$ cat src/sv/elpg_pkg.sv
// Shared constants and types for the eased line point generator.
package elpg_pkg;

    localparam int ELPG_COORD_BITS = 12;

    localparam int CFG_DATA_W = 12;
    localparam int STEP_W     = 12;
    localparam int RAMP_W     = 10;
    localparam int SPEED_W    = 8;
    localparam int COLOR_W    = 8;

    localparam logic [STEP_W-1:0]  STEP_SIZE_RST = STEP_W'(20);
    localparam logic [RAMP_W-1:0]  RAMP_LEN_RST  = RAMP_W'(136);
    localparam logic [SPEED_W-1:0] SPEED_MAX     = {SPEED_W{1'b1}};

    // configuration register indexes
    typedef enum logic {
        CFG_STEP_SIZE = 1'b0,
        CFG_RAMP_LEN  = 1'b1
    } t_cfg_idx;

    // compare-subtract unit operation
    typedef enum logic {
        CS_DIV  = 1'b0,
        CS_SQRT = 1'b1
    } t_cs_mode;

    typedef struct packed {
        logic     start;
        t_cs_mode mode;
    } t_cs_ctl;

endpackage

$ cat src/sv/elpg_cs.sv
// Shared iterative compare-subtract unit: restoring divide or digit-by-digit square root.
module elpg_cs #(
    parameter int COORD_BITS = elpg_pkg::ELPG_COORD_BITS
) (
    input  logic                      i_clk,
    input  logic                      i_rst_n,
    input  elpg_pkg::t_cs_ctl         i_ctl,
    input  logic [2*COORD_BITS+9:0]   i_num,
    input  logic [COORD_BITS+4:0]     i_den,
    output logic                      o_done,
    output logic [COORD_BITS+4:0]     o_res,
    output logic [COORD_BITS+7:0]     o_rem
);
    import elpg_pkg::*;

    localparam int NW = 2*COORD_BITS + 10;
    localparam int SW = COORD_BITS + 5;
    localparam int RW = COORD_BITS + 8;
    localparam int CW = $clog2(NW + 1);
    localparam logic [CW-1:0] SQ_ITERS = CW'(NW / 2);
    localparam logic [CW-1:0] DV_ITERS = CW'(NW);

    logic          r_busy;
    logic          r_done;
    logic [CW-1:0] r_cnt;
    logic [NW-1:0] r_num;
    logic [RW-1:0] r_rem;
    logic [SW-1:0] r_res;
    logic [SW-1:0] r_den;
    t_cs_mode      r_mode;

    logic [RW-1:0] rem_sh;
    logic [RW-1:0] trial;
    logic [RW-1:0] diff;
    logic          ge;

    always_comb begin
        if (r_mode == CS_SQRT) begin
            rem_sh = {r_rem[RW-3:0], r_num[NW-1 -: 2]};
            trial  = {{(RW-SW-2){1'b0}}, r_res, 2'b01};
        end else begin
            rem_sh = {r_rem[RW-2:0], r_num[NW-1]};
            trial  = {{(RW-SW){1'b0}}, r_den};
        end
        ge   = (rem_sh >= trial);
        diff = rem_sh - trial;
    end

    always_ff @(posedge i_clk) begin
        if (!i_rst_n) begin
            r_busy <= 1'b0;
            r_done <= 1'b0;
            r_cnt  <= '0;
            r_mode <= CS_DIV;
        end else begin
            r_done <= 1'b0;
            if (i_ctl.start) begin
                r_busy <= 1'b1;
                r_mode <= i_ctl.mode;
                r_cnt  <= (i_ctl.mode == CS_SQRT) ? SQ_ITERS : DV_ITERS;
            end else if (r_busy) begin
                r_cnt <= r_cnt - 1'b1;
                if (r_cnt == CW'(1)) begin
                    r_busy <= 1'b0;
                    r_done <= 1'b1;
                end
            end
        end
    end

    always_ff @(posedge i_clk) begin
        if (i_ctl.start) begin
            r_num <= i_num;
            r_den <= i_den;
            r_rem <= '0;
            r_res <= '0;
        end else if (r_busy) begin
            r_num <= (r_mode == CS_SQRT) ? {r_num[NW-3:0], 2'b00} : {r_num[NW-2:0], 1'b0};
            r_rem <= ge ? diff : rem_sh;
            r_res <= {r_res[SW-2:0], ge};
        end
    end

    assign o_done = r_done;
    assign o_res  = r_res;
    assign o_rem  = r_rem;

endmodule

$ cat src/sv/eased_line_point_generator.sv
// Top level of the eased line point generator: item sequencer, segment state and output word.
// Every accepted word gives exactly one output word. A segment word (kind 0) holds the input
// stall for two squares on the shared multiplier, a square root and the step division on the
// shared compare-subtract unit. A tick on a running segment holds it for two interpolation
// divisions of 2*COORD_BITS+10 bits each, one quotient bit per cycle. Rejected segments, idle
// ticks and the tick on a zero-length segment hold it only for the output state. The next word
// is taken in the cycle the stall drops. The output word sits in a register, so a new input
// word may be taken while the previous result waits; a result still waiting when the next one
// is ready stretches the stall.
module eased_line_point_generator #(
    parameter int COORD_BITS = elpg_pkg::ELPG_COORD_BITS
) (
    input  logic                            i_clk,
    input  logic                            i_rst_n,
    input  logic                            i_cfg_we,
    input  logic                            i_cfg_idx,
    input  logic [elpg_pkg::CFG_DATA_W-1:0] i_cfg_data,
    input  logic                            i_in_valid,
    output logic                            o_in_stall,
    input  logic                            i_kind,
    input  logic [COORD_BITS-1:0]           i_target_x,
    input  logic [COORD_BITS-1:0]           i_target_y,
    input  logic [elpg_pkg::COLOR_W-1:0]    i_red_in,
    input  logic [elpg_pkg::COLOR_W-1:0]    i_green_in,
    input  logic [elpg_pkg::COLOR_W-1:0]    i_blue_in,
    output logic                            o_out_valid,
    input  logic                            i_out_stall,
    output logic                            o_point_valid,
    output logic [COORD_BITS-1:0]           o_point_x,
    output logic [COORD_BITS-1:0]           o_point_y,
    output logic [elpg_pkg::COLOR_W-1:0]    o_red_out,
    output logic [elpg_pkg::COLOR_W-1:0]    o_green_out,
    output logic [elpg_pkg::COLOR_W-1:0]    o_blue_out,
    output logic                            o_segment_done,
    output logic                            o_rejected
);
    import elpg_pkg::*;

    localparam int C  = COORD_BITS;
    localparam int NW = 2*C + 10;
    localparam int SW = C + 5;
    localparam int RW = C + 8;
    localparam int PW = SW + 1;
    localparam int MW = SW + C;
    localparam int QW = 2*C + 1;

    typedef enum logic [12:0] {
        ST_IDLE   = 13'b0000000000001,
        ST_SQX    = 13'b0000000000010,
        ST_SQY    = 13'b0000000000100,
        ST_ROOT   = 13'b0000000001000,
        ST_ROOT_W = 13'b0000000010000,
        ST_DIV    = 13'b0000000100000,
        ST_DIV_W  = 13'b0000001000000,
        ST_RAMP   = 13'b0000010000000,
        ST_LX     = 13'b0000100000000,
        ST_LX_W   = 13'b0001000000000,
        ST_LY     = 13'b0010000000000,
        ST_LY_W   = 13'b0100000000000,
        ST_OUT    = 13'b1000000000000
    } t_state;

    typedef enum logic [1:0] {
        OK_NONE = 2'd0,
        OK_REJ  = 2'd1,
        OK_END  = 2'd2,
        OK_PT   = 2'd3
    } t_okind;

    t_state r_state;
    t_okind r_okind;
    logic   r_lerp_go;

    logic [STEP_W-1:0]  r_step_size;
    logic [RAMP_W-1:0]  r_ramp_len;

    logic               r_busy;
    logic [C-1:0]       r_start_x, r_start_y, r_end_x, r_end_y;
    logic [SW-1:0]      r_steps;
    logic [PW-1:0]      r_cnt;
    logic [SPEED_W-1:0] r_speed;
    logic [COLOR_W-1:0] r_red, r_green, r_blue;

    logic [MW-1:0]      r_prod;
    logic [QW-1:0]      r_acc;
    logic [C-1:0]       r_px, r_py;

    logic               r_ov;
    logic               r_o_valid, r_o_done, r_o_rej;
    logic [C-1:0]       r_o_x, r_o_y;
    logic [COLOR_W-1:0] r_o_red, r_o_green, r_o_blue;

    // axis deltas
    logic [C:0]   dxs, dys;
    logic [C-1:0] adx, ady;
    logic         neg_x, neg_y;

    assign dxs   = {1'b0, r_end_x} - {1'b0, r_start_x};
    assign dys   = {1'b0, r_end_y} - {1'b0, r_start_y};
    assign neg_x = dxs[C];
    assign neg_y = dys[C];
    assign adx   = neg_x ? C'(-dxs) : dxs[C-1:0];
    assign ady   = neg_y ? C'(-dys) : dys[C-1:0];

    // shared multiplier
    logic [SW-1:0] mul_a;
    logic [C-1:0]  mul_b;
    logic [MW-1:0] mul_p;

    always_comb begin
        unique case (r_state)
            ST_SQX:  begin mul_a = SW'(adx);         mul_b = adx; end
            ST_SQY:  begin mul_a = SW'(ady);         mul_b = ady; end
            ST_LY:   begin mul_a = r_cnt[SW-1:0];    mul_b = ady; end
            default: begin mul_a = r_cnt[SW-1:0];    mul_b = adx; end
        endcase
        mul_p = MW'(mul_a) * MW'(mul_b);
    end

    // compare-subtract unit
    t_cs_ctl        cs_ctl;
    logic [NW-1:0]  cs_num;
    logic [SW-1:0]  cs_den;
    logic           cs_done;
    logic [SW-1:0]  cs_res;
    logic [RW-1:0]  cs_rem;
    logic [SW-1:0]  cs_ceil;
    logic [QW-1:0]  sq_sum;
    logic [SW-1:0]  step_div;

    assign sq_sum   = r_acc + r_prod[QW-1:0];
    assign cs_ceil  = cs_res + SW'(cs_rem != '0);
    assign step_div = (r_step_size == '0) ? SW'(1) : SW'(r_step_size);

    always_comb begin
        cs_ctl.start = 1'b0;
        cs_ctl.mode  = CS_DIV;
        cs_num       = NW'(r_prod);
        cs_den       = r_steps;
        unique case (r_state) inside
            ST_ROOT: begin
                cs_ctl.start = 1'b1;
                cs_ctl.mode  = CS_SQRT;
                cs_num       = {1'b0, sq_sum, 8'b0};
            end
            ST_DIV: begin
                cs_ctl.start = 1'b1;
                cs_num       = NW'(cs_ceil);
                cs_den       = step_div;
            end
            ST_LX_W, ST_LY_W: begin
                cs_ctl.start = r_lerp_go;
            end
            default: ;
        endcase
    end

    elpg_cs #(
        .COORD_BITS (COORD_BITS)
    ) u_cs (
        .i_clk   (i_clk),
        .i_rst_n (i_rst_n),
        .i_ctl   (cs_ctl),
        .i_num   (cs_num),
        .i_den   (cs_den),
        .o_done  (cs_done),
        .o_res   (cs_res),
        .o_rem   (cs_rem)
    );

    // ramp rules
    logic [SW-1:0]      half;
    logic [PW:0]        cnt_ramp;
    logic               ramp_up, ramp_dn;
    logic [SPEED_W-1:0] spd_up, spd_dn, n_speed;

    always_comb begin
        half     = r_steps >> 1;
        cnt_ramp = {1'b0, r_cnt} + (PW+1)'(r_ramp_len);
        ramp_up  = (r_cnt <= PW'(r_ramp_len)) && (r_cnt < PW'(half)) && (r_speed != SPEED_MAX);
        spd_up   = ramp_up ? r_speed + 1'b1 : r_speed;
        ramp_dn  = (cnt_ramp >= (PW+1)'(r_steps)) && (r_cnt > PW'(half)) && (spd_up != '0);
        spd_dn   = ramp_dn ? spd_up - 1'b1 : spd_up;
        n_speed  = (spd_dn == '0) ? SPEED_W'(1) : spd_dn;
    end

    logic [C-1:0] lerp_q;
    logic [C-1:0] lerp_x, lerp_y;
    logic [PW-1:0] n_cnt;
    logic          accept, out_free;
    logic          n_ov;

    assign lerp_q   = cs_res[C-1:0];
    assign lerp_x   = neg_x ? r_start_x - lerp_q : r_start_x + lerp_q;
    assign lerp_y   = neg_y ? r_start_y - lerp_q : r_start_y + lerp_q;
    assign n_cnt    = r_cnt + PW'(r_speed);
    assign accept   = i_in_valid && (r_state == ST_IDLE);
    assign out_free = !r_ov || !i_out_stall;
    assign n_ov     = (r_state == ST_OUT && out_free) || (r_ov && i_out_stall);

    always_ff @(posedge i_clk) begin
        if (!i_rst_n) begin
            r_step_size <= STEP_SIZE_RST;
            r_ramp_len  <= RAMP_LEN_RST;
        end else if (i_cfg_we) begin
            unique case (t_cfg_idx'(i_cfg_idx))
                CFG_STEP_SIZE: r_step_size <= i_cfg_data[STEP_W-1:0];
                CFG_RAMP_LEN:  r_ramp_len  <= i_cfg_data[RAMP_W-1:0];
                default: ;
            endcase
        end
    end

    always_ff @(posedge i_clk) begin
        if (!i_rst_n) begin
            r_state   <= ST_IDLE;
            r_okind   <= OK_NONE;
            r_lerp_go <= 1'b0;
            r_busy    <= 1'b0;
            r_start_x <= '0;
            r_start_y <= '0;
            r_end_x   <= '0;
            r_end_y   <= '0;
            r_steps   <= '0;
            r_cnt     <= '0;
            r_speed   <= '0;
            r_red     <= '0;
            r_green   <= '0;
            r_blue    <= '0;
            r_ov      <= 1'b0;
        end else begin
            r_lerp_go <= (r_state == ST_LX) || (r_state == ST_LY);
            r_ov      <= n_ov;
            unique case (r_state)
                ST_IDLE: begin
                    if (accept) begin
                        if (!i_kind) begin
                            if (r_busy) begin
                                r_okind <= OK_REJ;
                                r_state <= ST_OUT;
                            end else begin
                                r_start_x <= r_end_x;
                                r_start_y <= r_end_y;
                                r_end_x   <= i_target_x;
                                r_end_y   <= i_target_y;
                                r_red     <= i_red_in;
                                r_green   <= i_green_in;
                                r_blue    <= i_blue_in;
                                r_cnt     <= '0;
                                r_speed   <= '0;
                                r_busy    <= 1'b1;
                                r_okind   <= OK_NONE;
                                r_state   <= ST_SQX;
                            end
                        end else if (!r_busy) begin
                            r_okind <= OK_NONE;
                            r_state <= ST_OUT;
                        end else if (r_steps == '0) begin
                            r_okind <= OK_END;
                            r_state <= ST_OUT;
                        end else begin
                            r_okind <= OK_PT;
                            r_state <= ST_RAMP;
                        end
                    end
                end
                ST_SQX:  r_state <= ST_SQY;
                ST_SQY:  r_state <= ST_ROOT;
                ST_ROOT: r_state <= ST_ROOT_W;
                ST_ROOT_W: begin
                    if (cs_done) begin
                        r_state <= ST_DIV;
                    end
                end
                ST_DIV: r_state <= ST_DIV_W;
                ST_DIV_W: begin
                    if (cs_done) begin
                        r_steps <= cs_ceil;
                        r_state <= ST_OUT;
                    end
                end
                ST_RAMP: begin
                    r_speed <= n_speed;
                    r_state <= ST_LX;
                end
                ST_LX: begin
                    r_state <= ST_LX_W;
                end
                ST_LX_W: begin
                    if (cs_done) begin
                        r_state <= ST_LY;
                    end
                end
                ST_LY: begin
                    r_state <= ST_LY_W;
                end
                ST_LY_W: begin
                    if (cs_done) begin
                        r_state <= ST_OUT;
                    end
                end
                ST_OUT: begin
                    if (out_free) begin
                        r_state <= ST_IDLE;
                        if (r_okind == OK_END) begin
                            r_busy <= 1'b0;
                        end else if (r_okind == OK_PT) begin
                            r_cnt <= n_cnt;
                            if (n_cnt > PW'(r_steps)) begin
                                r_busy <= 1'b0;
                            end
                        end
                    end
                end
                default: r_state <= ST_IDLE;
            endcase
        end
    end

    // datapath registers
    always_ff @(posedge i_clk) begin
        if (r_state == ST_SQX || r_state == ST_SQY || r_state == ST_LX || r_state == ST_LY) begin
            r_prod <= mul_p;
        end
        if (r_state == ST_SQY) begin
            r_acc <= r_prod[QW-1:0];
        end
        if (r_state == ST_LX_W && cs_done) begin
            r_px <= lerp_x;
        end
        if (r_state == ST_LY_W && cs_done) begin
            r_py <= lerp_y;
        end
    end

    // output word
    logic               n_o_valid, n_o_done, n_o_rej;
    logic [C-1:0]       n_o_x, n_o_y;
    logic [COLOR_W-1:0] n_o_red, n_o_green, n_o_blue;

    always_comb begin
        n_o_valid = 1'b0;
        n_o_done  = 1'b0;
        n_o_rej   = 1'b0;
        n_o_x     = '0;
        n_o_y     = '0;
        n_o_red   = '0;
        n_o_green = '0;
        n_o_blue  = '0;
        case (r_okind)
            OK_REJ: n_o_rej = 1'b1;
            OK_END: begin
                n_o_valid = 1'b1;
                n_o_done  = 1'b1;
                n_o_x     = r_end_x;
                n_o_y     = r_end_y;
                n_o_red   = r_red;
                n_o_green = r_green;
                n_o_blue  = r_blue;
            end
            OK_PT: begin
                n_o_valid = 1'b1;
                n_o_done  = (n_cnt > PW'(r_steps));
                n_o_x     = r_px;
                n_o_y     = r_py;
                n_o_red   = r_red;
                n_o_green = r_green;
                n_o_blue  = r_blue;
            end
            default: ;
        endcase
    end

    always_ff @(posedge i_clk) begin
        if (r_state == ST_OUT && out_free) begin
            r_o_valid <= n_o_valid;
            r_o_done  <= n_o_done;
            r_o_rej   <= n_o_rej;
            r_o_x     <= n_o_x;
            r_o_y     <= n_o_y;
            r_o_red   <= n_o_red;
            r_o_green <= n_o_green;
            r_o_blue  <= n_o_blue;
        end
    end

    assign o_in_stall     = (r_state != ST_IDLE);
    assign o_out_valid    = r_ov;
    assign o_point_valid  = r_o_valid;
    assign o_point_x      = r_o_x;
    assign o_point_y      = r_o_y;
    assign o_red_out      = r_o_red;
    assign o_green_out    = r_o_green;
    assign o_blue_out     = r_o_blue;
    assign o_segment_done = r_o_done;
    assign o_rejected     = r_o_rej;

endmodule
$ cat config.mk
export PLATFORM = sky130hd
export DESIGN_NAME = eased_line_point_generator
export DESIGN_NICKNAME = d
export VERILOG_FILES = /design/src/sv/elpg_pkg.sv /design/src/sv/elpg_cs.sv /design/src/sv/eased_line_point_generator.sv
export SDC_FILE = /design/constraint.sdc
export NUM_CORES = 2
export LEC_CHECK = 0
export BUFFER_PORTS_ARGS = -buffer_cell sky130_fd_sc_hd__buf_4
export CAP_MARGIN = 20
export CORE_ASPECT_RATIO = 0.5
export CORE_MARGIN = 2
export CORE_UTILIZATION = 65
export DETAILED_ROUTE_END_ITERATION = 8
export GPL_TIMING_DRIVEN = 0
export PLACE_DENSITY = 0.86
export SLEW_MARGIN = 0
export SYNTH_ARGS = -nofsm -noshare
export SYNTH_HDL_FRONTEND = slang
export SYNTH_SLANG_ARGS = --single-unit
$ cat constraint.sdc
create_clock -name i_clk -period 16 [get_ports i_clk]
set_clock_uncertainty 0.15 [all_clocks]
set_input_delay 1.6 -clock i_clk [delete_from_list [all_inputs] [get_ports i_clk]]
set_output_delay 1.6 -clock i_clk [all_outputs]
set_load 0.005 [all_outputs]
==> results.json <==
{
  "drive_gt1_frac": 0.0790,
  "clk_latency_ns": 0.56,
  "dp_cells": 4079,
  "place_area_sq_um": 32000,
  "postCtsHoldBufs": 0,
  "crit_buf_inv": 7,
  "dieHeight_um": 156,
  "timing.fmax_mhz": 94.5,
  "synth_cell_type_count": 99,
  "async_flop_share": 0,
  "synth_most_common_cell": "nand2_1",
  "root_buffer": "clkbuf_16",
  "yosys-top-cells-area": "edfxtp_1 (18%), dfxtp_1 (13%), fa_1 (10%)",
  "clk_path_buf_depth": 3,
  "ys_seq_elements": 381,
  "pre_cts_ws_ns": 5.62,
  "portBuffers": 118,
  "cpMaxStageDelayCell": "a221oi_1",
  "fin_setup_tns_ns": 0,
  "vias": 25300,
  "power_density_nw_per_um2": 91.3,
  "dr.pass1.iters": 6,
  "grt_pass1_wl_um": 134000,
  "p_leak_nw": 13.8,
  "design_area_sq_um": 33200,
  "detail-route-antenna-nets": 0,
  "syn2layout_area_growth_pct": 10.2,
  "grt_start_max_net_pins": 35,
  "post_cts_resized": 0,
  "synthTopCellsByCount": "nand2_1 (424), inv_1 (296), ha_1 (244)",
  "globalRouteTotalUtil": 0.361,
  "syn_inst": 3328,
  "syn_area_sq_um": 30200,
  "clock-sinks": 381,
  "drc": 0,
  "grt_overflow": 0,
  "gp_congestion": 1.04,
  "io_pins": 120,
  "cap_violations": 0,
  "htreeDepth": 2,
  "wl_um": 86700,
  "synth_ff_type": "dfxtp_1",
  "min_delay_path_depth": 2,
  "period_needed_ns": 10.58,
  "fp.dieW_um": 309,
  "ys_warn_count": 0,
  "relSlewSlack": 0.218,
  "synth-seq-area-share": 0.313,
  "antenna_found_initial": 2,
  "arrival_ns": 10.73,
  "max_slew.worst_pin.slew_ns": 1.17,
  "end_kind": "flop",
  "synth_edf_count": 180,
  "cts_tree": "yes",
  "core-area_sq_um": 45500,
  "die-area_sq_um": 48200,
  "setup_violations": 0,
  "rsz0062_at_grt": "no",
  "layout_setup_ws_ns": 5.42,
  "slew_violations": 0,
  "path_max_fanout": 10,
  "r2r_cells": 35,
  "outcome": "finished, final reports clean",
  "crit_path_max_incr_delay_ns": 0.94,
  "cts_buffers": 36,
  "synth_top_area_cell": "edfxtp_1",
  "first_global_vias": 24600,
  "dpl.hpwl_um": 68600,
  "wire_per_inst_um": 20.9,
  "final-hold-violation-count": 0,
  "startpoint_type": "flop",
  "syn_nets": 3797,
  "min_path_type": "flop to flop",
  "syn_avg_cell_area_sq_um": 9.06,
  "fin_crit_sh": 0.662,
  "row_count": 55,
  "path_clk_slew_ns": 0.07,
  "ir_drop_v": 0.0000867,
  "fin_util": 0.730,
  "cts_setup_buffers": 0,
  "path_depth": 35,
  "required_ns": 16.15,
  "yosysTopAreaCellShare": 0.179,
  "vias_per_cell": 6.10,
  "start_util": 0.663,
  "drtIter0Drc": 2575,
  "final_cell_count_no_fill": 4149,
  "nets": 3961,
  "cp_top_family": "compound AO/OA/AOI/OAI gates",
  "crit_type": "flop to flop"
}
## worst min-delay path: cells and delay by family, from the launching register on
kind	cells	cell delay, ns
flops	1	0.31
simple gates	1	0.05
compound gates	1	0.05
## state kept, by name (all words and copies together), names as in the netlist, 12 cells and up
| name | count |
|---|---|
| u_cs.r_num | 34 |
| r_prod | 29 |
| r_acc | 25 |
| u_cs.o_rem | 20 |
| r_cnt | 18 |
| r_steps | 17 |
| u_cs.o_res | 17 |
| u_cs.r_den | 17 |
| r_state | 13 |
| o_point_x | 12 |
| o_point_y | 12 |
| r_end_x | 12 |
| r_end_y | 12 |
| r_px | 12 |
| r_py | 12 |
| r_start_x | 12 |
| r_start_y | 12 |
| r_step_size | 12 |
## report_power, final
group          switching [mW]  internal, mW
clock network           0.402         0.524
logic                   0.696         0.324
registers              0.0292          1.06
## path summary, 6_finish.rpt
kind	slack (ns)	end	from
setup / recovery	5.42	r_prod[27]	r_end_x[0]
hold / removal	0.30	r_green[0]	r_green[0]
setup reg to reg	5.42	r_prod[27]	r_end_x[0]
hold reg to reg	0.30	r_green[0]	r_green[0]
## cell type report
type / count / area [sq um]
antenna: 2 / 5.00
timing repair buffer: 126 / 1020
buffer: 155 / 651
fill: 3278 / 12300
clock buffer: 48 / 998
inverter: 297 / 1110
clock inverter: 18 / 233
sequential: 381 / 9430
multi-input combinational: 2495 / 19000
tap: 627 / 785
## layout by cell type, fill, tap and decap left out, drive strengths merged, types with 46 or more instances in the layout
master  netlist  routed
a21boi      117     117
a21oi       173     173
and2         46      46
buf          38     164
clkbuf      116     164
dfxtp       201     201
edfxtp      180     180
fa          158     158
ha          244     244
inv         297     297
mux2i       118     118
nand2       424     424
nand3        74      74
nor2        231     231
nor2b        97      97
nor3         60      60
o21ai       134     134
xnor2       134     134
xor2         63      63
## metal layers
metal  track usage  vias to the layer above  routed length (um)
met4         0.102                        0                2510
met5             0                        -                   0
met3         0.108                      183               10300
met1         0.492                    12200               35900
li1              -                    11700                   -
met2         0.561                     1248               38000
## through the flow
stage | power (mW) | hold slack (ns)
2_1_floorplan | 1.72 | 0.280
3_3_place_gp | 2.05 | 0.286
3_5_place_dp | 2.07 | 0.291
4_1_cts | 2.98 | 0.301
5_1_grt | 3.14 | 0.319
6_report | 3.03 | 0.301
## kinds of logic after synthesis
family                     count (synthesis)  share of synthesized area
AOI/OAI and AO/OA                        649                      0.142
xor gates and xnor gates                 198                     0.0580
adders and majority gates                402                      0.206
buffers and inverters                    452                     0.0585
DFF                                      381                      0.313
muxes                                    140                     0.0483
and+or+nand+nor                         1106                      0.174
Note: power is estimated with default switching activity, not from simulation.
